## src/hw/rtl/vln_pkg.sv

```systemverilog
// Shared widths, stage counts and sideband types for the vector length block.
package vln_pkg;

    localparam int COMP_W      = 32;
    localparam int SUM_W       = 2 * COMP_W;
    localparam int ROOT_W      = COMP_W;
    localparam int FRAC_W      = 30;
    localparam int QUO_W       = FRAC_W + 1;
    localparam int SQRT_STAGES = ROOT_W;
    localparam int DIV_STAGES  = QUO_W;

    // Travels with the sum of squares through the root pipeline.
    typedef struct packed {
        logic [COMP_W-1:0] ax;
        logic [COMP_W-1:0] ay;
        logic [COMP_W-1:0] az;
        logic              nx;
        logic              ny;
        logic              nz;
        logic              zero;
    } t_sq_side;

    // Travels beside the three dividers.
    typedef struct packed {
        logic [ROOT_W-1:0] len;
        logic              nx;
        logic              ny;
        logic              nz;
        logic              zero;
    } t_dv_side;

endpackage

```

## src/hw/rtl/vln_div.sv

```systemverilog
// Pipelined restoring divider: (num << 30) / den, one quotient bit per stage.
module vln_div
    import vln_pkg::*;
(
    input  logic              i_clk,
    input  logic              i_en,
    input  logic [COMP_W-1:0] i_num,
    input  logic [ROOT_W-1:0] i_den,
    output logic [QUO_W-1:0]  o_quo
);

    // num <= den, so the quotient fits in QUO_W bits and the partial
    // remainder stays below den
    logic [ROOT_W:0]   r_rem [0:DIV_STAGES];
    logic [QUO_W-1:0]  r_quo [0:DIV_STAGES];
    logic [ROOT_W-1:0] r_den [0:DIV_STAGES];
    logic              r_lsb [0:DIV_STAGES];

    assign r_rem[0] = {2'b00, i_num[COMP_W-1:1]};
    assign r_quo[0] = '0;
    assign r_den[0] = i_den;
    assign r_lsb[0] = i_num[0];

    for (genvar k = 0; k < DIV_STAGES; k++) begin : g_stage
        logic [ROOT_W:0] w_shift;

        // only the first step brings in a dividend bit; the rest are zeros
        assign w_shift = {r_rem[k][ROOT_W-1:0], (k == 0) ? r_lsb[k] : 1'b0};

        always_ff @(posedge i_clk) begin
            if (i_en) begin
                r_den[k+1] <= r_den[k];
                r_lsb[k+1] <= 1'b0;
                if (w_shift >= {1'b0, r_den[k]}) begin
                    r_rem[k+1] <= w_shift - {1'b0, r_den[k]};
                    r_quo[k+1] <= {r_quo[k][QUO_W-2:0], 1'b1};
                end else begin
                    r_rem[k+1] <= w_shift;
                    r_quo[k+1] <= {r_quo[k][QUO_W-2:0], 1'b0};
                end
            end
        end
    end

    assign o_quo = r_quo[DIV_STAGES];

endmodule
```

## config.mk

```make
export PLATFORM = sky130hd
export DESIGN_NAME = vln_div
export DESIGN_NICKNAME = d
export VERILOG_FILES = /design/src/hw/rtl/vln_pkg.sv /design/src/hw/rtl/vln_div.sv
export SDC_FILE = /design/constraint.sdc
export NUM_CORES = 2
export LEC_CHECK = 0
export BUFFER_PORTS_ARGS = -buffer_cell sky130_fd_sc_hd__buf_4
export CAP_MARGIN = 30
export CORE_MARGIN = 4
export CORE_UTILIZATION = 45
export CTS_BUF_LIST = sky130_fd_sc_hd__clkbuf_16
export DETAILED_ROUTE_END_ITERATION = 8
export PLACE_DENSITY = 0.56
export SKIP_CTS_REPAIR_TIMING = 1
export SLEW_MARGIN = 20
export SYNTH_ARGS = -nofsm -noshare
export SYNTH_HDL_FRONTEND = slang
export SYNTH_SLANG_ARGS = --single-unit
```

## constraint.sdc

```tcl
create_clock -name i_clk -period 5.3 [get_ports i_clk]
set_clock_uncertainty 0.1 [all_clocks]
set_input_delay 0.265 -clock i_clk [delete_from_list [all_inputs] [get_ports i_clk]]
set_output_delay 0.265 -clock i_clk [all_outputs]
set_load 0.01 [all_outputs]
```

==> impl_metrics.json <==
{
  "switching_share": 0.3825,
  "synth_seq_area_share": 0.5354,
  "drt_wl_total_mm": 335.4,
  "gp_congestion": 0.9309,
  "r2r_end": "g_stage[26].w_shift[14]$_DFFE_PP_",
  "instances_no_fill": 16510,
  "critPathArrivalTime_ns": 5.35,
  "synth_ff_type": "edfxtp_1",
  "syn_area_per_cell_um2": 11.20,
  "min_path_cells": 2,
  "final_max_slew_viol_count": 0,
  "cp.required_ns": 5.83,
  "tightest_slew_ns": 1.171,
  "yosys.area.top_type_share": 0.5354,
  "worstPathMaxFanout": 33,
  "max_slew_margin": 0.2194,
  "ys_ff_latch": 2416,
  "period_needed_ns": 4.822,
  "grt_pass1_wl_mm": 517.0,
  "clk_path_buf_depth": 4,
  "die_w_um": 556.8,
  "insertion_delay_ns": 0.88,
  "p_sw_w": 0.03646,
  "area.growth.synth_to_final_pct": 11.39,
  "power_frac_comb": 0.460,
  "yosysUniqueCellTypes": 97,
  "dr.pass1.iters": 5,
  "num_rows": 201,
  "clk_pin_slew_ns": 0.06,
  "grt_pass1_vias": 88300,
  "regToRegSetupSlack_ns": 0.48,
  "worstHoldStart": "i_den[3]",
  "ant_nets": 0,
  "cp-end-kind": "flop",
  "async_flop_share": 0,
  "p_int_w": 0.05886,
  "vias": 91600,
  "rr_worst_depth": 13,
  "final_common_cell": "edfxtp_1",
  "seqPwrFrac": 0.335,
  "vias_per_cell": 5.547,
  "dpl.cell_count": 15930,
  "setup_viol": 0,
  "fin_tns_setup_ns": 0,
  "worst_hold_path.endpoint": "r_den[963]$_DFFE_PP_",
  "fin_crit_sh": 0.9099,
  "cts-root-buf": "clkbuf_16",
  "dpl.hpwl_mm": 252.7,
  "die_area_um2": 310000,
  "io_pins": 97,
  "htree_levels": 5,
  "numCtsBuffers": 286,
  "cts_sinks": 2416,
  "clkPwrFrac": 0.205,
  "rsz0062_at_grt": "false",
  "drive_gt1_frac": 0.08216,
  "cts_tree": "built",
  "post-route-drc-count": 0,
  "grt_max_degree": 170,
  "synthTopCellsByArea": "edfxtp_1, ha_1, inv_1",
  "status": "completed",
  "antenna_found_initial": 9,
  "grt_remaining_overflow": 0,
  "whs_ns": 0.04792,
  "track_usage": 0.2103,
  "port_buffers": 96,
  "synth_cells": 12100,
  "worstHoldPathType": "in2reg",
  "ir_drop_v": 0.0003237,
  "drt_iter0_drc": 7523,
  "pwr_density_cell_nw_per_um2": 631.4,
  "max_freq_mhz": 207.4,
  "p_leak_nw": 61.83,
  "synth_fp_nets": 13190,
  "timing.rr.start": "r_den[193]$_DFFE_PP_",
  "synth_area_um2": 135500,
  "core_um2": 299800,
  "wl_per_cell_um": 20.31,
  "p_total_w": 0.09532,
  "die_h_um": 556.8,
  "critical_path_class": "reg2reg",
  "final_net_count": 13410,
  "initial_core_util": 0.4521,
  "synth_edf_count": 2416,
  "synth_top_area_cell": "edfxtp_1",
  "cp-start-kind": "flop",
  "finalHoldViolCount": 0,
  "layout_common_cells": "edfxtp_1, inv_1, ha_1",
  "synth_warnings": 0,
  "drv_cap": 0
}
==> sequential cells by signal (all words and copies together) (netlist names) <==
name	flops
g_stage.w_shift	960
r_quo	465
r_den	960
o_quo	31
==> synth_stat cells, drive strengths merged (35+ instances only) <==
cell type / n
edfxtp: 2416
clkbuf: 226
or2: 35
nor4: 40
nand3: 172
xor2: 333
o211ai: 38
nand2: 970
nand2b: 158
a21o: 526
nor2: 627
and3: 86
and2: 68
xnor2: 456
a211oi: 79
o21a: 111
ha: 991
mux2: 321
nor2b: 150
a21oi: 919
a31oi: 114
nand4: 148
inv: 1242
o21bai: 120
o21ai: 898
a21boi: 52
buf: 97
nor3: 120
o31ai: 95
==> per-stage QoR <==
step	setup WS, ns	area [um^2]	util
CTS	0.5930	150300	0.5012
global route	0.3189	151000	0.5035
floorplan	1.773	135500	-
finish	0.4776	151000	0.5036
global placement	0.5573	141000	0.4702
detailed placement	0.6348	141000	0.4702
==> routing by layer <==
metal | GRT usage | routed length, um
met1 | 0.3078 | 160700
met2 | 0.3335 | 151100
met3 | 0.02814 | 16240
met4 | 0.04717 | 7386
met5 | 0 | 0
==> worst max path at each step <==
stage                         start                           endpoint  slack [ns]
4_1_cts        r_den[193]$_DFFE_PP_  g_stage[26].w_shift[14]$_DFFE_PP_        0.59
3_3_place_gp   r_den[193]$_DFFE_PP_  g_stage[26].w_shift[18]$_DFFE_PP_        0.56
3_5_place_dp   r_den[193]$_DFFE_PP_  g_stage[26].w_shift[18]$_DFFE_PP_        0.63
2_1_floorplan  r_den[737]$_DFFE_PP_   g_stage[9].w_shift[26]$_DFFE_PP_        1.77
6_report       r_den[193]$_DFFE_PP_  g_stage[26].w_shift[14]$_DFFE_PP_        0.48
5_1_grt        r_den[193]$_DFFE_PP_  g_stage[26].w_shift[14]$_DFFE_PP_        0.32
==> layout make-up <==
cell class / instances / area [um^2]
diodes: 7 / 17.52
clock buffers: 295 / 7382
clock inverters: 217 / 1906
fillers: 26500 / 148800
inverters: 1242 / 4662
multi-input cells: 8119 / 57060
flip-flops and latches: 2416 / 72550
well taps: 3958 / 4952
repair buffers: 260 / 2427
==> kinds of logic after synthesis <==
group / after synthesis / share of synthesized area
xor+xnor: 789 / 0.05099
flops: 2416 / 0.5354
simple gates: 2693 / 0.09356
mux: 338 / 0.02793
fa+ha+maj: 1021 / 0.09593
buf+inv: 1565 / 0.04482
compound gates: 3278 / 0.1514
==> worst max-delay path: stages, from the launching register on <==
cell	delay, ns
edfxtp_1	0.39
inv_1	0.07
ha_1	0.30
nor2b_1	0.13
o21ai_1	0.16
a21boi_1	0.13
o31ai_1	0.40
a21oi_1	0.28
a211oi_2	0.50
nor2_1	0.19
a31oi_1	0.32
a21oi_1	0.10
or4_2	1.01
mux2_2	0.44
==> power groups by stage <==
stage | registers [W] | logic, W | clock network [W]
6_report | 0.0320 | 0.0438 | 0.0195
5_1_grt | 0.0324 | 0.0488 | 0.0210
2_1_floorplan | 0.0304 | 0.0332 | 0
3_3_place_gp | 0.0324 | 0.0427 | 0
3_5_place_dp | 0.0324 | 0.0432 | 0
4_1_cts | 0.0321 | 0.0436 | 0.0202
(Power assumes the default switching activity.)
